--- config.mk ---
export PLATFORM = sky130hd
export DESIGN_NAME = message_rate_throttle_flat
export DESIGN_NICKNAME = d
export VERILOG_FILES = /design/src/rtl/mrt_pkg.sv /design/src/rtl/mrt_if.sv /design/src/rtl/message_rate_throttle.sv /design/src/rtl/mrt_core.sv /design/src/flat_wrapper.sv
export SDC_FILE = /design/constraint.sdc
export NUM_CORES = 1
export LEC_CHECK = 0
export BUFFER_PORTS_ARGS = -buffer_cell sky130_fd_sc_hd__buf_2
export CAP_MARGIN = 10
export CORE_MARGIN = 2
export CORE_UTILIZATION = 68
export DETAILED_ROUTE_END_ITERATION = 16
export HOLD_SLACK_MARGIN = 0.08
export PLACE_DENSITY_LB_ADDON = 0.15
export REMOVE_ABC_BUFFERS = 1
export SLEW_MARGIN = 20
export SYNTH_ARGS = -nofsm -noshare
export SYNTH_HDL_FRONTEND = slang
export SYNTH_HIERARCHICAL = 1
export SYNTH_SLANG_ARGS = --single-unit
--- constraint.sdc ---
create_clock -name clk_i -period 5.1 [get_ports clk_i]
set_input_delay 1.02 -clock clk_i [delete_from_list [all_inputs] [get_ports clk_i]]
set_output_delay 1.02 -clock clk_i [all_outputs]
set_load 0.1 [all_outputs]
--- src/rtl/mrt_pkg.sv ---
// Shared types and constants of the message rate throttle.
// Depends on nothing; every other file of the block uses it.
package mrt_pkg;

  localparam int unsigned TIME_WIDTH = 32;
  localparam int unsigned FRAC_BITS = 16;
  localparam int unsigned BYTES_WIDTH = 16;
  localparam int unsigned REG_WIDTH = 32;
  localparam int unsigned USED_WIDTH = 32;
  localparam int unsigned CFG_IDX_WIDTH = 2;

  localparam int unsigned BUDGET_WIDTH = REG_WIDTH + TIME_WIDTH;
  localparam int unsigned LHS_WIDTH = USED_WIDTH + FRAC_BITS;
  localparam int unsigned CMP_WIDTH = (BUDGET_WIDTH > LHS_WIDTH) ? BUDGET_WIDTH : LHS_WIDTH;
  localparam int unsigned GAP_WIDTH = (TIME_WIDTH > REG_WIDTH) ? TIME_WIDTH : REG_WIDTH;

  typedef enum logic {
    OP_TICK = 1'b0,
    OP_MSG  = 1'b1
  } mrt_op_e;

  typedef enum logic {
    MODE_FREQ = 1'b0,
    MODE_BW   = 1'b1
  } mrt_mode_e;

  typedef enum logic [CFG_IDX_WIDTH-1:0] {
    CFG_MODE    = 2'd0,
    CFG_MIN_GAP = 2'd1,
    CFG_BPT     = 2'd2
  } mrt_cfg_idx_e;

  typedef struct packed {
    mrt_mode_e             mode;
    logic [REG_WIDTH-1:0]  min_gap_ticks;
    logic [REG_WIDTH-1:0]  bytes_per_tick_q;
  } mrt_cfg_t;

  typedef struct packed {
    logic grant;
    logic over_budget;
  } mrt_res_t;

endpackage

--- src/rtl/mrt_if.sv ---
// Valid/ready channel interfaces for requests and decisions.
// Depends on mrt_pkg for the field widths.
interface mrt_in_if;
  logic                             valid;
  logic                             ready;
  logic                             op;
  logic [mrt_pkg::BYTES_WIDTH-1:0]  byte_count;

  modport source (output valid, output op, output byte_count, input ready);
  modport sink (input valid, input op, input byte_count, output ready);
endinterface

interface mrt_out_if;
  logic valid;
  logic ready;
  logic grant;
  logic over_budget;

  modport source (output valid, output grant, output over_budget, input ready);
  modport sink (input valid, input grant, input over_budget, output ready);
endinterface

--- src/rtl/message_rate_throttle.sv ---
// Message rate throttle top level: configuration registers, input register,
// result register. Depends on mrt_pkg, mrt_if and mrt_core.
//
// The block takes one transaction per cycle on its input channel, tick or
// message request alike, and a message request's decision is registered
// in the result register until the output channel takes it. The rate is
// set by the update of the throttle state: the budget is kept as a running
// sum of bytes per tick, so each item needs only one wide compare and one
// add. The input stalls only while a decision waits in the result register
// and the next item is a message request. Configuration writes clear the
// throttle state and are meant to be made while the block is idle.
module message_rate_throttle (
  input  logic                              clk_i,
  input  logic                              rst_ni,
  input  logic                              cfg_we_i,
  input  logic [mrt_pkg::CFG_IDX_WIDTH-1:0] cfg_idx_i,
  input  logic [mrt_pkg::REG_WIDTH-1:0]     cfg_wdata_i,
  mrt_in_if.sink                            in_i,
  mrt_out_if.source                         out_o
);

  mrt_pkg::mrt_cfg_t cfg_q, cfg_d;
  logic              cfg_clear;

  logic                            s1_valid_q, s1_valid_d;
  logic                            s1_op_q;
  logic [mrt_pkg::BYTES_WIDTH-1:0] s1_bytes_q;
  logic                            s1_adv;
  logic                            s1_is_msg;

  logic              out_valid_q, out_valid_d;
  mrt_pkg::mrt_res_t out_res_q;
  mrt_pkg::mrt_res_t core_res;

  always_comb begin
    cfg_d = cfg_q;
    cfg_clear = 1'b0;
    if (cfg_we_i) begin
      unique case (mrt_pkg::mrt_cfg_idx_e'(cfg_idx_i))
        mrt_pkg::CFG_MODE: begin
          cfg_d.mode = mrt_pkg::mrt_mode_e'(cfg_wdata_i[0]);
          cfg_clear = 1'b1;
        end
        mrt_pkg::CFG_MIN_GAP: begin
          cfg_d.min_gap_ticks = cfg_wdata_i;
          cfg_clear = 1'b1;
        end
        mrt_pkg::CFG_BPT: begin
          cfg_d.bytes_per_tick_q = cfg_wdata_i;
          cfg_clear = 1'b1;
        end
        default: begin
          cfg_clear = 1'b0;
        end
      endcase
    end
  end

  assign s1_is_msg = mrt_pkg::mrt_op_e'(s1_op_q) == mrt_pkg::OP_MSG;
  assign s1_adv = s1_valid_q && (!s1_is_msg || !out_valid_q || out_o.ready);
  assign in_i.ready = !s1_valid_q || s1_adv;

  always_comb begin
    s1_valid_d = s1_valid_q;
    if (in_i.ready) begin
      s1_valid_d = in_i.valid;
    end
    out_valid_d = out_valid_q;
    if (s1_adv && s1_is_msg) begin
      out_valid_d = 1'b1;
    end else if (out_o.ready) begin
      out_valid_d = 1'b0;
    end
  end

  mrt_core u_core (
    .clk_i   (clk_i),
    .rst_ni  (rst_ni),
    .clear_i (cfg_clear),
    .cfg_i   (cfg_q),
    .step_i  (s1_adv),
    .op_i    (s1_op_q),
    .bytes_i (s1_bytes_q),
    .res_o   (core_res)
  );

  always_ff @(posedge clk_i or negedge rst_ni) begin
    if (!rst_ni) begin
      cfg_q <= '0;
      s1_valid_q <= 1'b0;
      out_valid_q <= 1'b0;
    end else begin
      cfg_q <= cfg_d;
      s1_valid_q <= s1_valid_d;
      out_valid_q <= out_valid_d;
    end
  end

  always_ff @(posedge clk_i) begin
    if (in_i.ready && in_i.valid) begin
      s1_op_q <= in_i.op;
      s1_bytes_q <= in_i.byte_count;
    end
    if (s1_adv && s1_is_msg) begin
      out_res_q <= core_res;
    end
  end

  assign out_o.valid = out_valid_q;
  assign out_o.grant = out_res_q.grant;
  assign out_o.over_budget = out_res_q.over_budget;

endmodule

--- src/rtl/mrt_core.sv ---
// Throttle state and the per-item grant decision.
// Depends on mrt_pkg; instantiated by message_rate_throttle.
module mrt_core (
  input  logic                            clk_i,
  input  logic                            rst_ni,
  input  logic                            clear_i,
  input  mrt_pkg::mrt_cfg_t               cfg_i,
  input  logic                            step_i,
  input  logic                            op_i,
  input  logic [mrt_pkg::BYTES_WIDTH-1:0] bytes_i,
  output mrt_pkg::mrt_res_t               res_o
);

  localparam logic [mrt_pkg::TIME_WIDTH-1:0] TimeMax = '1;
  localparam logic [mrt_pkg::USED_WIDTH-1:0] UsedMax = '1;

  // The budget register always equals bytes_per_tick_q times elapsed_q.
  logic [mrt_pkg::TIME_WIDTH-1:0]   elapsed_q, elapsed_d;
  logic [mrt_pkg::USED_WIDTH-1:0]   used_q, used_d;
  logic [mrt_pkg::BUDGET_WIDTH-1:0] budget_q, budget_d;
  logic                             exceeded_q, exceeded_d;

  logic [mrt_pkg::LHS_WIDTH-1:0]    lhs;
  logic                             under;
  logic                             gap_ok;
  logic [mrt_pkg::USED_WIDTH:0]     used_sum;

  assign lhs = mrt_pkg::LHS_WIDTH'(used_q) << mrt_pkg::FRAC_BITS;
  assign under = mrt_pkg::CMP_WIDTH'(lhs) < mrt_pkg::CMP_WIDTH'(budget_q);
  assign gap_ok = (cfg_i.min_gap_ticks != '0) &&
                  (mrt_pkg::GAP_WIDTH'(elapsed_q) > mrt_pkg::GAP_WIDTH'(cfg_i.min_gap_ticks));
  assign used_sum = (mrt_pkg::USED_WIDTH + 1)'(used_q) + (mrt_pkg::USED_WIDTH + 1)'(bytes_i);

  always_comb begin
    elapsed_d = elapsed_q;
    used_d = used_q;
    budget_d = budget_q;
    exceeded_d = exceeded_q;
    res_o.grant = 1'b0;
    if (step_i) begin
      if (mrt_pkg::mrt_op_e'(op_i) == mrt_pkg::OP_TICK) begin
        if (elapsed_q != TimeMax) begin
          elapsed_d = elapsed_q + 1'b1;
          budget_d = budget_q + mrt_pkg::BUDGET_WIDTH'(cfg_i.bytes_per_tick_q);
        end
      end else if (cfg_i.mode == mrt_pkg::MODE_FREQ) begin
        if (gap_ok) begin
          res_o.grant = 1'b1;
          elapsed_d = '0;
          budget_d = '0;
        end
      end else if (cfg_i.bytes_per_tick_q != '0) begin
        if (exceeded_q) begin
          if (under) begin
            elapsed_d = '0;
            budget_d = '0;
            used_d = '0;
            exceeded_d = 1'b0;
          end
        end else if (under) begin
          res_o.grant = 1'b1;
          used_d = used_sum[mrt_pkg::USED_WIDTH] ? UsedMax
                                                 : used_sum[mrt_pkg::USED_WIDTH-1:0];
        end else begin
          exceeded_d = 1'b1;
        end
      end
    end
    res_o.over_budget = exceeded_d;
    if (clear_i) begin
      elapsed_d = '0;
      used_d = '0;
      budget_d = '0;
      exceeded_d = 1'b0;
    end
  end

  always_ff @(posedge clk_i or negedge rst_ni) begin
    if (!rst_ni) begin
      elapsed_q <= '0;
      used_q <= '0;
      budget_q <= '0;
      exceeded_q <= 1'b0;
    end else begin
      elapsed_q <= elapsed_d;
      used_q <= used_d;
      budget_q <= budget_d;
      exceeded_q <= exceeded_d;
    end
  end

endmodule
--- src/flat_wrapper.sv ---
// flat-port wrapper written by rule: the top's interface ports become plain ports
module message_rate_throttle_flat 
  (clk_i, rst_ni, cfg_we_i, cfg_idx_i, cfg_wdata_i, in_i_valid, in_i_op, in_i_byte_count, in_i_ready, out_o_valid, out_o_grant, out_o_over_budget, out_o_ready);
  mrt_in_if in_i_i ();
  mrt_out_if out_o_i ();
  input  logic clk_i;
  input  logic rst_ni;
  input  logic cfg_we_i;
  input  logic [mrt_pkg::CFG_IDX_WIDTH-1:0] cfg_idx_i;
  input  logic [mrt_pkg::REG_WIDTH-1:0] cfg_wdata_i;
  input wire logic [$bits(in_i_i.valid)-1:0] in_i_valid;
  input wire logic [$bits(in_i_i.op)-1:0] in_i_op;
  input wire logic [$bits(in_i_i.byte_count)-1:0] in_i_byte_count;
  output wire logic [$bits(in_i_i.ready)-1:0] in_i_ready;
  output wire logic [$bits(out_o_i.valid)-1:0] out_o_valid;
  output wire logic [$bits(out_o_i.grant)-1:0] out_o_grant;
  output wire logic [$bits(out_o_i.over_budget)-1:0] out_o_over_budget;
  input wire logic [$bits(out_o_i.ready)-1:0] out_o_ready;
  assign in_i_i.valid = in_i_valid;
  assign in_i_i.op = in_i_op;
  assign in_i_i.byte_count = in_i_byte_count;
  assign in_i_ready = in_i_i.ready;
  assign out_o_valid = out_o_i.valid;
  assign out_o_grant = out_o_i.grant;
  assign out_o_over_budget = out_o_i.over_budget;
  assign out_o_i.ready = out_o_ready;
  message_rate_throttle u_core (.clk_i(clk_i), .rst_ni(rst_ni), .cfg_we_i(cfg_we_i), .cfg_idx_i(cfg_idx_i), .cfg_wdata_i(cfg_wdata_i), .in_i(in_i_i), .out_o(out_o_i));
endmodule
# Yosys cells after proc, flatten, opt, wreduce, memory -nomap -nowiden
# Cells that the tools add are included.
# Widths: inputs -> output; s select.
dict set report classes {
  add_sub_neg 3
  magnitude_cmp 2
  n_eq_ne 7
  mux 41
  reduce_logical 27
}
# op n
set op_table {}
lappend op_table {{$mux 64} 9}
lappend op_table {{$mux 32} 17}
lappend op_table {{$add 64x32->64} 1}
lappend op_table {{$lt 48x64->1} 1}
lappend op_table {{$reduce_bool 32->1} 2}
lappend op_table {{$add 32x16->33} 1}
lappend op_table {{$add 32x1->32 const B} 1}
lappend op_table {{$gt 32x32->1} 1}
lappend op_table {{$ne 32x32->1 const B} 1}
lappend op_table {{$mux 1} 15}
lappend op_table {{$ne 4x4->1 const B} 3}
lappend op_table {{$reduce_bool 2->1} 6}
lappend op_table {{$reduce_and 2->1} 4}
lappend op_table {{$reduce_and 6->1} 1}
lappend op_table {{$reduce_and 5->1} 1}
lappend op_table {{$logic_and 1x1->1} 4}
lappend op_table {{$ne 4x2->1 const B} 1}
lappend op_table {{$logic_not 1->1} 3}
lappend op_table {{$logic_or 1x1->1} 3}
lappend op_table {{$reduce_bool 3->1} 1}
lappend op_table {{$reduce_or 3->1} 1}
lappend op_table {{$eq 2x1->1 const B} 1}
lappend op_table {{$eq 2x2->1 const B} 1}
lappend op_table {{$logic_not 2->1} 1}
dict set report word_totals {
  register_bits 215
  input_bits 56
  out_inout_bits 4
  word_cells 93
}

# Depth between registers and ports, before layout
# Gate-level depths: netlist of the first run.
dict set report logic_depth {
  depth_word 9
  ltp_mapped 13
  ltp_nobuf 11
}

# Hierarchy
# The synthesis of the first run kept the hierarchy.
# module instances cells_each area_each_um2 seq_area_each_um2
set modules_own_cells {}
lappend modules_own_cells {mrt_core 1 1309 10570.1 3228.1}
lappend modules_own_cells {message_rate_throttle 1 169 3278.1 2247.2}

# Least setup slack after synthesis of the first run
# No wires, ideal clock.
dict set report synth_timing {
  path_type {register to register}
  startpoint {register u_core.out_valid_q, in the netlist u_core/out_o.valid}
  endpoint {register u_core/s1_bytes_q[0] in the netlist's numbering (enable)}
  setup_ns 0.327
  t_arrival_ns 2.787
  required_ns 4.773
  slack_ns 1.986
  path_stages_with_launch 3
  path_buffers 0
  period_less_slack_ns 3.114
  path_cell_list {dfrtp_1 > nand4b_1 > and2_1}
}
dict set report synth_via {
  elab_chain_len 6
}
# element line_no
set synth_lines {}
lappend synth_lines {{start: declaration} message_rate_throttle.sv:31} ;# logic out_valid_q, out_valid_d;
lappend synth_lines {{start signal: assignment} message_rate_throttle.sv:95} ;# out_valid_q <= out_valid_d;
lappend synth_lines {{$logic_not 1->1} message_rate_throttle.sv:60} ;# assign s1_adv = s1_valid_q && (!s1_is_msg || !out_valid_q || out_o.ready);
lappend synth_lines {{$logic_or 1x1->1 (2 in series)} message_rate_throttle.sv:60}
lappend synth_lines {{$logic_and 1x1->1} message_rate_throttle.sv:60}
lappend synth_lines {{$logic_or 1x1->1} message_rate_throttle.sv:61} ;# assign in_i.ready = !s1_valid_q || s1_adv;
lappend synth_lines {{net in_i_ready} flat_wrapper.sv:14} ;# output wire logic [$bits(in_i_i.ready)-1:0] in_i_ready;
lappend synth_lines {{$logic_and 1x1->1} message_rate_throttle.sv:100} ;# if (in_i.ready && in_i.valid) begin
lappend synth_lines {{end signal: assignment} message_rate_throttle.sv:102} ;# s1_bytes_q <= in_i.byte_count;
lappend synth_lines {{end: declaration} message_rate_throttle.sv:27} ;# logic [mrt_pkg::BYTES_WIDTH-1:0] s1_bytes_q;
# The timed path passes the listed nets, and every way through them passes these cells.
# A chain may end at the register's enable or synchronous reset.

# Worst setup path after layout of the first run
dict set report layout_timing {
  startpoint {register u_core/u_core/budget_q[23] in the netlist's numbering}
  endpoint {register u_core/u_core/budget_q[6] in the netlist's numbering}
}
dict set report layout_via {
  elab_chain_len 3
}
# element line_no
set layout_lines {}
lappend layout_lines {{start: declaration} mrt_core.sv:20} ;# logic [mrt_pkg::BUDGET_WIDTH-1:0] budget_q, budget_d;
lappend layout_lines {{start signal: assignment} mrt_core.sv:87} ;# budget_q <= budget_d;
lappend layout_lines {{$lt 48x64->1} mrt_core.sv:29} ;# assign under = mrt_pkg::CMP_WIDTH'(lhs) < mrt_pkg::CMP_WIDTH'(budget_q);
lappend layout_lines {{$ne 4x4->1 (no line)} -}
lappend layout_lines {{$reduce_and 6->1 (no line)} -}
# Every way passes these cells.

==> results of run 1 <==
==> worst max path at each step <==
stage / startpoint / endpoint / slack (ns)
2_1_floorplan: cfg_we_i / u_core/u_core/budget_q[41]$_DFFE_PN0P_ / 0.72
3_3_place_gp: cfg_we_i / u_core/u_core/budget_q[32]$_DFFE_PN0P_ / 1.38
3_5_place_dp: cfg_we_i / u_core/u_core/budget_q[32]$_DFFE_PN0P_ / 1.29
4_1_cts: u_core/u_core/budget_q[23]$_DFFE_PN0P_ / u_core/u_core/budget_q[6]$_DFFE_PN0P_ / 1.42
5_1_grt: u_core/u_core/budget_q[21]$_DFFE_PN0P_ / u_core/u_core/budget_q[6]$_DFFE_PN0P_ / 1.22
6_report: u_core/u_core/budget_q[23]$_DFFE_PN0P_ / u_core/u_core/budget_q[6]$_DFFE_PN0P_ / 1.41
==> per-layer routing <==
| layer | GRT usage | vias up |
|---|---|---|
| met3 | 0.0453 | 83 |
| met2 | 0.563 | 415 |
| met1 | 0.446 | 5772 |
| li1 | - | 5611 |
| met4 | 0.102 | 6 |
| met5 | 0 | - |
==> registers in the layout, summed over array words and instances, names as in the netlist, 16 cells and up <==
signal and cells:
u_core/cfg_q 65, u_core/u_core/budget_q 64, u_core/u_core/elapsed_q 32, u_core/u_core/used_q 32
u_core/s1_bytes_q 16
==> power breakdown <==
group	leakage (nW)	total [W]	switching, W	internal (W)
combinational	3.73	0.00239	0.00141	0.000976
sequential	2.76	0.00227	0.000276	0.00199
clock	0.423	0.00189	0.000702	0.00119
total	6.91	0.00655	0.00239	0.00415
==> area by class of cell <==
class                   count  area, sq um
clock buffers              38          736
fillers                  1390         4920
inverters                  82          308
well taps                 270          338
repair buffers             70          399
clock inverters             6          130
multi-input cells        1126         7790
flip-flops and latches    215         5480
==> worst reg2reg max path, stage by stage (launching register included) <==
cell,delay (ns)
dfrtp_1,0.41
inv_1,0.10
ha_1,0.29
and2_1,0.17
a221o_1,0.31
a221oi_1,0.42
a21boi_1,0.17
o31ai_4,0.32
a21o_2,0.25
nand3_4,0.34
buf_4,0.40
o31ai_1,0.41
==> logic make-up (layout without fill, tap and decap cells) <==
group,after synthesis,count (layout),synth area share
flops,215,215,0.395
mux,66,66,0.0623
xor+xnor,40,40,0.0253
compound gates,418,418,0.189
buf+inv,137,196,0.0427
fa+ha+maj,115,115,0.105
simple gates,487,487,0.181
==> layout by cell type, fill, tap and decap left out, types with 40 or more instances in the layout <==
master	count
o31ai_1	56
dfrtp_1	196
nor2_1	87
a21oi_1	108
o21ai_0	113
nand3_1	75
nand4_1	40
nand2_1	122
inv_1	82
ha_1	113
buf_2	58
==> synthesized netlist by cell type (4+ instances only) <==
library cell  instances
a21boi_0              4
a31oi_1              19
nand2b_1             10
o21bai_1              8
and4_1               11
xnor2_1              22
nand4b_1              4
nand2_1             122
nor4b_1               4
o31ai_1              56
and2_1               10
ha_1                113
o22a_1                4
a41oi_1               4
nor2_1               88
o211ai_1              4
o21ai_1               6
buf_2                13
o22ai_1               5
nand4_1              40
mux2_4               32
or4_1                12
clkbuf_1             31
a211oi_1             14
mux2_2               33
nor3_1               29
inv_1                82
a21o_1               26
o21ai_0             113
o21a_1               10
dfrtp_1             196
nand3_1              75
a21oi_1             109
buf_6                 4
nor4_1               33
or3_1                 9
nor2b_1               7
o41ai_1               5
xor2_1               18
edfxtp_1             19
and3_1               21
==> stage by stage <==
step                area [sq um]  utilization
finish                     15200        0.755
global route               15200        0.755
CTS                        15200        0.755
detailed placement         14300        0.712
global placement           14300        0.712
floorplan                  13600            -
==> flow_summary.json, run 1 <==
{
  "ys_warn_count": 6,
  "ir_drop_mv": 0.309,
  "maxCapViolCount": 0,
  "reg2reg_to": "u_core/u_core/budget_q[6]$_DFFE_PN0P_",
  "dr_wl_met2_mm": 17.1,
  "grt_pass1_vias": 11600,
  "critPathKind": "flop to flop",
  "min_period_over_period": 0.724,
  "skew_ns": 0.0179,
  "antenna_left": 0,
  "synthCells": 1478,
  "hold_slack_ns": 0.502,
  "initial_core_util": 0.689,
  "clockBufferDepth": 3,
  "wl_met1_mm": 15.1,
  "min_to": "u_core/u_core/budget_q[45]$_DFFE_PN0P_",
  "cts_buffers": 24,
  "cts_sinks": 215,
  "num_vias": 11900,
  "post_cts_buffers": 0,
  "postCtsResizedCells": 0,
  "hp-class": "flop to flop",
  "drc_errors": 0,
  "timing.rr.start": "u_core/u_core/budget_q[23]$_DFFE_PN0P_",
  "crit_chain": "inv_1, ha_1, and2_1, a221o_1, a221oi_1, a21boi_1, o31ai_4, a21o_2, nand3_4, buf_4, o31ai_1",
  "rsz0062_at_grt": "no",
  "h-tree-depth": 1,
  "clkTransAtPathRegs_ns": 0.06,
  "path_buf_inv": 2,
  "core_area_sq_um": 20100,
  "tightest_slew_ns": 1.00,
  "synth.cell_area_sq_um": 13800,
  "path_max_fanout": 42,
  "synth_edf_count": 19,
  "finalSetupViolations": 0,
  "die_area_sq_um": 21500,
  "fin_nets": 1690,
  "final.setup.tns_ns": 0,
  "min_from": "u_core/u_core/budget_q[45]$_DFFE_PN0P_",
  "ys.flop_type": "dfrtp_1",
  "drv_slew": 0,
  "gr-total-overflow": 0,
  "arrival_ns": 4.09,
  "critical_path.top_delay_family": "compound AO/OA/AOI/OAI gates",
  "fmax_mhz": 271,
  "reg2reg_slack_ns": 1.41,
  "drive_gt1_frac": 0.119,
  "clockRootBuffer": "clkbuf_16",
  "min_path_cells": 1,
  "grt_pass1_wl_mm": 58.7,
  "top_layer_used": "met5",
  "die_h_um": 147,
  "syn-mean-instance-area_sq_um": 9.37,
  "cp_num_cells": 11,
  "p_leak_nw": 6.91,
  "dieWidth_um": 147,
  "status": "complete, no violations",
  "yosys_register_bits": 215,
  "wl_per_cell_um": 19.6,
  "drt_wl_total_mm": 35.3,
  "end_kind": "flop",
  "finalWorstSetupSlack_ns": 1.41,
  "dp.cells": 1763,
  "clock_latency_ns": 0.52,
  "netlist_top_cells_area": "dfrtp_1 (35%), ha_1 (10%), edfxtp_1 (4.1%)",
  "grtUsageTotal": 0.331,
  "max_stage_delay_ns": 0.42,
  "drt_iter0_drc": 922,
  "gp_congestion": 0.938,
  "slowest_stage": "a221oi_1",
  "rr_worst_depth": 11,
  "yosys.area.top_type_share": 0.354,
  "period_needed_ns": 3.69,
  "hpwl_mm": 25.3,
  "crit_required_ns": 5.49,
  "ioPinCount": 60,
  "slew_headroom": 0.331,
  "design_power_total_w": 0.00655,
  "start_kind": "flop",
  "cts_tree": "yes",
  "hold_viol": 0,
  "grt_max_degree": 110,
  "rows": 52,
  "antenna_found_initial": 4,
  "ys_seq_area_frac": 0.395,
  "holdBufCountCts": 0,
  "vias_per_cell": 6.58,
  "area_growth_pct": 9.62,
  "yosysTopAreaCell": "dfrtp_1",
  "place_ws_ns": 1.29,
  "synth.distinct_cells": 74,
  "synthArstFlopShare": 0.912,
  "num_antenna_cells": 0,
  "instances_no_fill": 1807,
  "power.density_nw_per_um2": 431,
  "port_buffers": 59,
  "met3_wirelength_mm": 2.09,
  "drt-pass1-iter-count": 5
}
Power figures use the tool's default switching activity.
==> inputs of run 2 (changes only) <==
CORE_UTILIZATION = 63   (was 68)
clock period = 3.8 ns   (was 5.1 ns; I/O delays follow)
==> run 2 against run 1 <==
Effect of this change: clock power grew 26%; sequential share of layout area down 0.26 points; critical path depth unchanged; via count about the same; global-route usage decreased by 1.9 points; highest routed layer unchanged; die area increased by 7.7%; worst setup slack got worse by 1.1 ns; register-to-register slack got worse by 1.1 ns; fmax rose by 5.5%; routed wire length is 3.1% higher; sequential power is 33% higher; combinational power rose by 36%; largest power group unchanged.
==> flow_summary.json, run 2 (synthesis results as in run 1) <==
{
  "reg2reg_slack_ns": 0.30,
  "die_h_um": 152,
  "path_max_fanout": 25,
  "ir_drop_mv": 0.517,
  "design_power_total_w": 0.00868,
  "slowest_stage": "or4_1",
  "critical_path.top_delay_family": "compound AO/OA/AOI/OAI gates",
  "hold_slack_ns": 0.234,
  "fmax_mhz": 286,
  "end_kind": "flop",
  "initial_core_util": 0.639,
  "max_stage_delay_ns": 0.50,
  "use_met2": 0.517,
  "crit_chain": "ha_1, a21o_1, a221o_1, a221oi_1, a21boi_1, o31ai_4, a21o_2, nand3_4, buf_4, or4_1, a21oi_1",
  "arrival_ns": 3.96,
  "antenna_left": 0,
  "period_needed_ns": 3.50,
  "post_cts_buffers": 0,
  "clockBufferDepth": 3,
  "die_area_sq_um": 23200,
  "cts_buffers": 25,
  "grt_pass1_vias": 11500,
  "vias_per_cell": 6.49,
  "rr_worst_depth": 11,
  "tightest_slew_ns": 1.00,
  "cts_sinks": 215,
  "drt_wl_total_mm": 36.4,
  "grt_pass1_wl_mm": 59.8,
  "grtUsageTotal": 0.312,
  "area_growth_pct": 10.4,
  "port_buffers": 59,
  "hold_viol": 0,
  "power.density_nw_per_um2": 568,
  "gr-max-usage-layer": "met2",
  "regMostFlops": "u_core/cfg_q",
  "num_vias": 11900,
  "start_kind": "flop",
  "reg2reg_to": "u_core/u_core/budget_q[56]$_DFFE_PN0P_",
  "drt_iter0_drc": 901,
  "rsz0062_at_grt": "no",
  "skew_ns": 0.0162,
  "timing.rr.start": "u_core/u_core/used_q[5]$_DFFE_PN0P_",
  "met3_usage": 0.0520,
  "largest_reg_flops": 65,
  "fillers": 1631,
  "holdBufCountCts": 0,
  "grt_max_degree": 79,
  "rows": 54,
  "gr-total-overflow": 0,
  "met1_usage": 0.423,
  "final_common_cell": "dfrtp_1",
  "hpwl_mm": 26.0,
  "status": "complete, no violations",
  "drive_gt1_frac": 0.129,
  "clkTransAtPathRegs_ns": 0.06,
  "critPathKind": "flop to flop",
  "antenna_found_initial": 4,
  "wl_per_cell_um": 19.9,
  "clock_latency_ns": 0.54,
  "gp_congestion": 0.943,
  "p_leak_nw": 6.96,
  "path_buf_inv": 1,
  "postCtsResizedCells": 0,
  "slew_headroom": 0.331,
  "final_area_sq_um": 15300,
  "maxCapViolCount": 0,
  "drc_errors": 0,
  "drv_slew": 0,
  "drt-pass1-iter-count": 5,
  "fin_nets": 1703,
  "top_regs": "u_core/cfg_q x65, u_core/u_core/budget_q x64",
  "layout_common_cells": "dfrtp_1 (196), nand2_1 (122), o21ai_0 (113), ha_1 (113), a21oi_1 (108)",
  "core_area_sq_um": 21700,
  "post_dp_cell_area_sq_um": 14500,
  "hp-class": "primary input to async pin",
  "dieWidth_um": 152,
  "clockRootBuffer": "clkbuf_16",
  "cts_tree": "yes",
  "finalSetupViolations": 0,
  "h-tree-depth": 1,
  "crit_required_ns": 4.26,
  "ioPinCount": 60,
  "min_period_over_period": 0.921
}
## run 2: area by class of cell
cell class / count / area, sq um / share of cell area
antenna: 2 / 5.00 / 0.000327
clock buffer: 36 / 728 / 0.0476
clock inverter: 10 / 86.3 / 0.00565
inverter: 82 / 308 / 0.0201
multi-input combinational: 1126 / 7800 / 0.510
sequential: 215 / 5480 / 0.358
tap: 280 / 350 / 0.0229
timing repair buffer: 82 / 539 / 0.0353
## run 2: how the worst max path moves through the flow
stage	startpoint	to	slack (ns)	cells past startpoint
after floorplan	cfg_we_i	u_core/u_core/budget_q[41]$_DFFE_PN0P_	-0.32	5
after global placement	u_core/u_core/used_q[5]$_DFFE_PN0P_	u_core/u_core/budget_q[56]$_DFFE_PN0P_	0.41	11
after detailed placement	u_core/u_core/used_q[5]$_DFFE_PN0P_	u_core/u_core/budget_q[56]$_DFFE_PN0P_	0.33	11
after CTS	u_core/u_core/used_q[5]$_DFFE_PN0P_	u_core/u_core/budget_q[56]$_DFFE_PN0P_	0.30	11
after global routing	u_core/u_core/used_q[0]$_DFFE_PN0P_	u_core/u_core/used_q[21]$_DFFE_PN0P_	0.05	10
final	u_core/u_core/used_q[5]$_DFFE_PN0P_	u_core/u_core/budget_q[56]$_DFFE_PN0P_	0.30	11
## run 2: power breakdown
| group | switching [W] | internal [W] | total [W] | leakage [nW] |
|---|---|---|---|---|
| Clock | 0.000992 | 0.00140 | 0.00239 | 0.395 |
| Sequential | 0.000356 | 0.00267 | 0.00303 | 2.76 |
| Combinational | 0.00191 | 0.00135 | 0.00326 | 3.81 |
| Total | 0.00326 | 0.00542 | 0.00868 | 6.96 |
## run 2: layer usage
metal  wire length [um]  vias to the layer above
met5                 27                        -
met4               1150                        4
met2              17300                      468
met3               2490                       79
li1                   -                     5644
met1              15400                     5700
## run 2: metrics by stage
stage	cells	util	setup TNS (ns)	setup WS [ns]
after global placement	1785	0.667	0	0.407
final	1833	0.705	0	0.301
after global routing	1831	0.705	0	0.0518
after detailed placement	1785	0.667	0	0.334
after CTS	1831	0.705	0	0.299
after floorplan	1423	-	-3.22	-0.323
==> inputs of run 3 (changes only) <==
CORE_UTILIZATION = 57   (was 63)
clock period = 3.09 ns   (was 3.8 ns; I/O delays follow)
==> run 3 against run 2 <==
Effect of this change: the run now ends with setup timing left; cell area increased by 15%; total power increased by 36%; die area is 10% higher; sequential power grew 22%; largest cell class unchanged.
==> flow_summary.json, run 3 (synthesis results as in run 1) <==
{
  "regMostFlops": "u_core/cfg_q",
  "top_regs": "u_core/cfg_q x65, u_core/u_core/budget_q x64",
  "fmax_mhz": 320,
  "clkTransAtPathRegs_ns": 0.06,
  "dr_wl_met2_mm": 19.5,
  "end_kind": "flop",
  "hpwl_mm": 27.9,
  "seqPwrFrac": 0.315,
  "reg2reg_slack_ns": -0.03,
  "ioPinCount": 60,
  "drive_gt1_frac": 0.287,
  "fillers": 1827,
  "finalSetupViolations": 1,
  "cts_sinks": 215,
  "tightest_slew_ns": 0.652,
  "grt_pass1_wl_mm": 61.9,
  "drt_iter0_drc": 757,
  "p_sw_w": 0.00438,
  "area_growth_pct": 27.2,
  "crit_required_ns": 3.55,
  "die_area_sq_um": 25600,
  "top_layer_used": "met5",
  "final_common_cell": "dfrtp_1",
  "port_buffers": 59,
  "min_path_cells": 1,
  "drt_wl_total_mm": 39.9,
  "fin_nets": 1859,
  "p_leak_nw": 8.00,
  "drt-pass1-iter-count": 5,
  "multi_input_area_sq_um": 8690,
  "maxCapViolCount": 0,
  "grtUsageTotal": 0.296,
  "switching_share": 0.373,
  "clockBufferDepth": 3,
  "clockPowerShare": 0.252,
  "min_from": "in_i_byte_count[2]",
  "wl_met1_mm": 17.0,
  "h-tree-depth": 1,
  "fin_util": 0.731,
  "pwr-share-comb": 0.433,
  "hp-class": "primary input to flop",
  "initial_core_util": 0.574,
  "timing.rr.start": "u_core/u_core/elapsed_q[29]$_DFFE_PN0P_",
  "drv_slew": 0,
  "cp-startpoint": "u_core/u_core/elapsed_q[29]$_DFFE_PN0P_",
  "clock_latency_ns": 0.55,
  "gr-total-overflow": 0,
  "reg2reg_to": "u_core/u_core/budget_q[43]$_DFFE_PN0P_",
  "skew_ns": 0.0161,
  "die_h_um": 160,
  "drc_errors": 0,
  "core_area_sq_um": 24100,
  "seqCellArea_sq_um": 5480,
  "rr_worst_depth": 12,
  "rows": 57,
  "met3_wirelength_mm": 2.10,
  "largest_reg_flops": 65,
  "grt_pass1_vias": 12200,
  "clockRootBuffer": "clkbuf_16",
  "finalWorstSetupSlack_ns": -0.0320,
  "internal_power_w": 0.00738,
  "antenna_left": 0,
  "period_needed_ns": 3.12,
  "power.density_nw_per_um2": 668,
  "grt_max_degree": 78,
  "arrival_ns": 3.59,
  "hold_slack_ns": 0.251,
  "dieWidth_um": 160,
  "final.setup.tns_ns": -0.0320,
  "hold_viol": 0,
  "cts_buffers": 25,
  "wl_per_cell_um": 19.7,
  "critPathKind": "flop to flop",
  "violations": "setup timing",
  "slew_headroom": 0.566,
  "cts_tree": "yes",
  "gp_congestion": 0.936,
  "min_to": "u_core/s1_bytes_q[2]$_DFFE_PP_",
  "path_max_fanout": 8,
  "rsz0062_at_grt": "yes",
  "min_period_over_period": 1.01,
  "ir_drop_mv": 0.571,
  "antenna_found_initial": 7,
  "place_ws_ns": -0.110,
  "vias_per_cell": 6.19,
  "num_vias": 12600,
  "layout_common_cells": "dfrtp_1 (195), buf_4 (152), nand2_1 (121)",
  "start_kind": "flop",
  "status": "complete, but fails checks"
}
run 3: area by class of cell:
type,instances,share of cell area
sequential,215,0.311
tap,324,0.0230
inverter,82,0.0175
clock inverter,9,0.00639
multi-input combinational,1126,0.493
antenna,3,0.000426
clock buffer,34,0.0397
timing repair buffer,238,0.109
run 3: power by group through the flow:
stage	logic, W	clock network (W)	registers, W
2_1_floorplan	0.00293	0	0.00362
3_3_place_gp	0.00434	0	0.00371
3_5_place_dp	0.00443	0	0.00372
4_1_cts	0.00452	0.00302	0.00367
5_1_grt	0.00559	0.00315	0.00375
6_report	0.00509	0.00297	0.00370
run 3: metal layers:
| metal | global-route usage | up-vias |
|---|---|---|
| met5 | 0 | - |
| met4 | 0.101 | 6 |
| met3 | 0.0470 | 98 |
| met2 | 0.501 | 349 |
| met1 | 0.389 | 6132 |
| li1 | - | 5978 |
run 3: repair_timing:
action	CTS	global route
pin swaps	2	63
resized for setup	8	221
cloned	0	7
endpoints found under the hold margin	50	0
buffers inserted	3	19
hold buffers	1	0
setup endpoints to repair	26	128
run 3: stage by stage:
step / cells / power (W) / instance area [sq um]
final: 2031 / 0.0118 / 17600
after floorplan: 1423 / 0.00655 / 13600
after CTS: 2004 / 0.0112 / 16400
after detailed placement: 1957 / 0.00815 / 15500
after global placement: 1957 / 0.00804 / 15500
after global routing: 2028 / 0.0125 / 17600
run 3: worst max path at each step:
stage	to	slack, ns	depth (start not counted)
final	u_core/u_core/budget_q[43]$_DFFE_PN0P_	-0.03	12
after global routing	u_core/u_core/budget_q[43]$_DFFE_PN0P_	-0.15	12
after CTS	u_core/u_core/budget_q[41]$_DFFE_PN0P_	-0.02	12
after detailed placement	u_core/u_core/budget_q[62]$_DFFE_PN0P_	-0.11	11
after global placement	u_core/u_core/budget_q[46]$_DFFE_PN0P_	-0.1	11
after floorplan	u_core/u_core/budget_q[41]$_DFFE_PN0P_	-0.89	5
run 3: critical path, stage by stage, from the launching register on:
cell      delay [ns]
dfrtp_1         0.46
ha_1            0.33
nand4_1         0.15
nor3_2          0.08
and3_1          0.19
a211oi_1        0.34
o21ai_0         0.18
a22oi_1         0.17
buf_4           0.16
nand3_4         0.15
buf_12          0.18
or4_4           0.50
a21oi_1         0.13
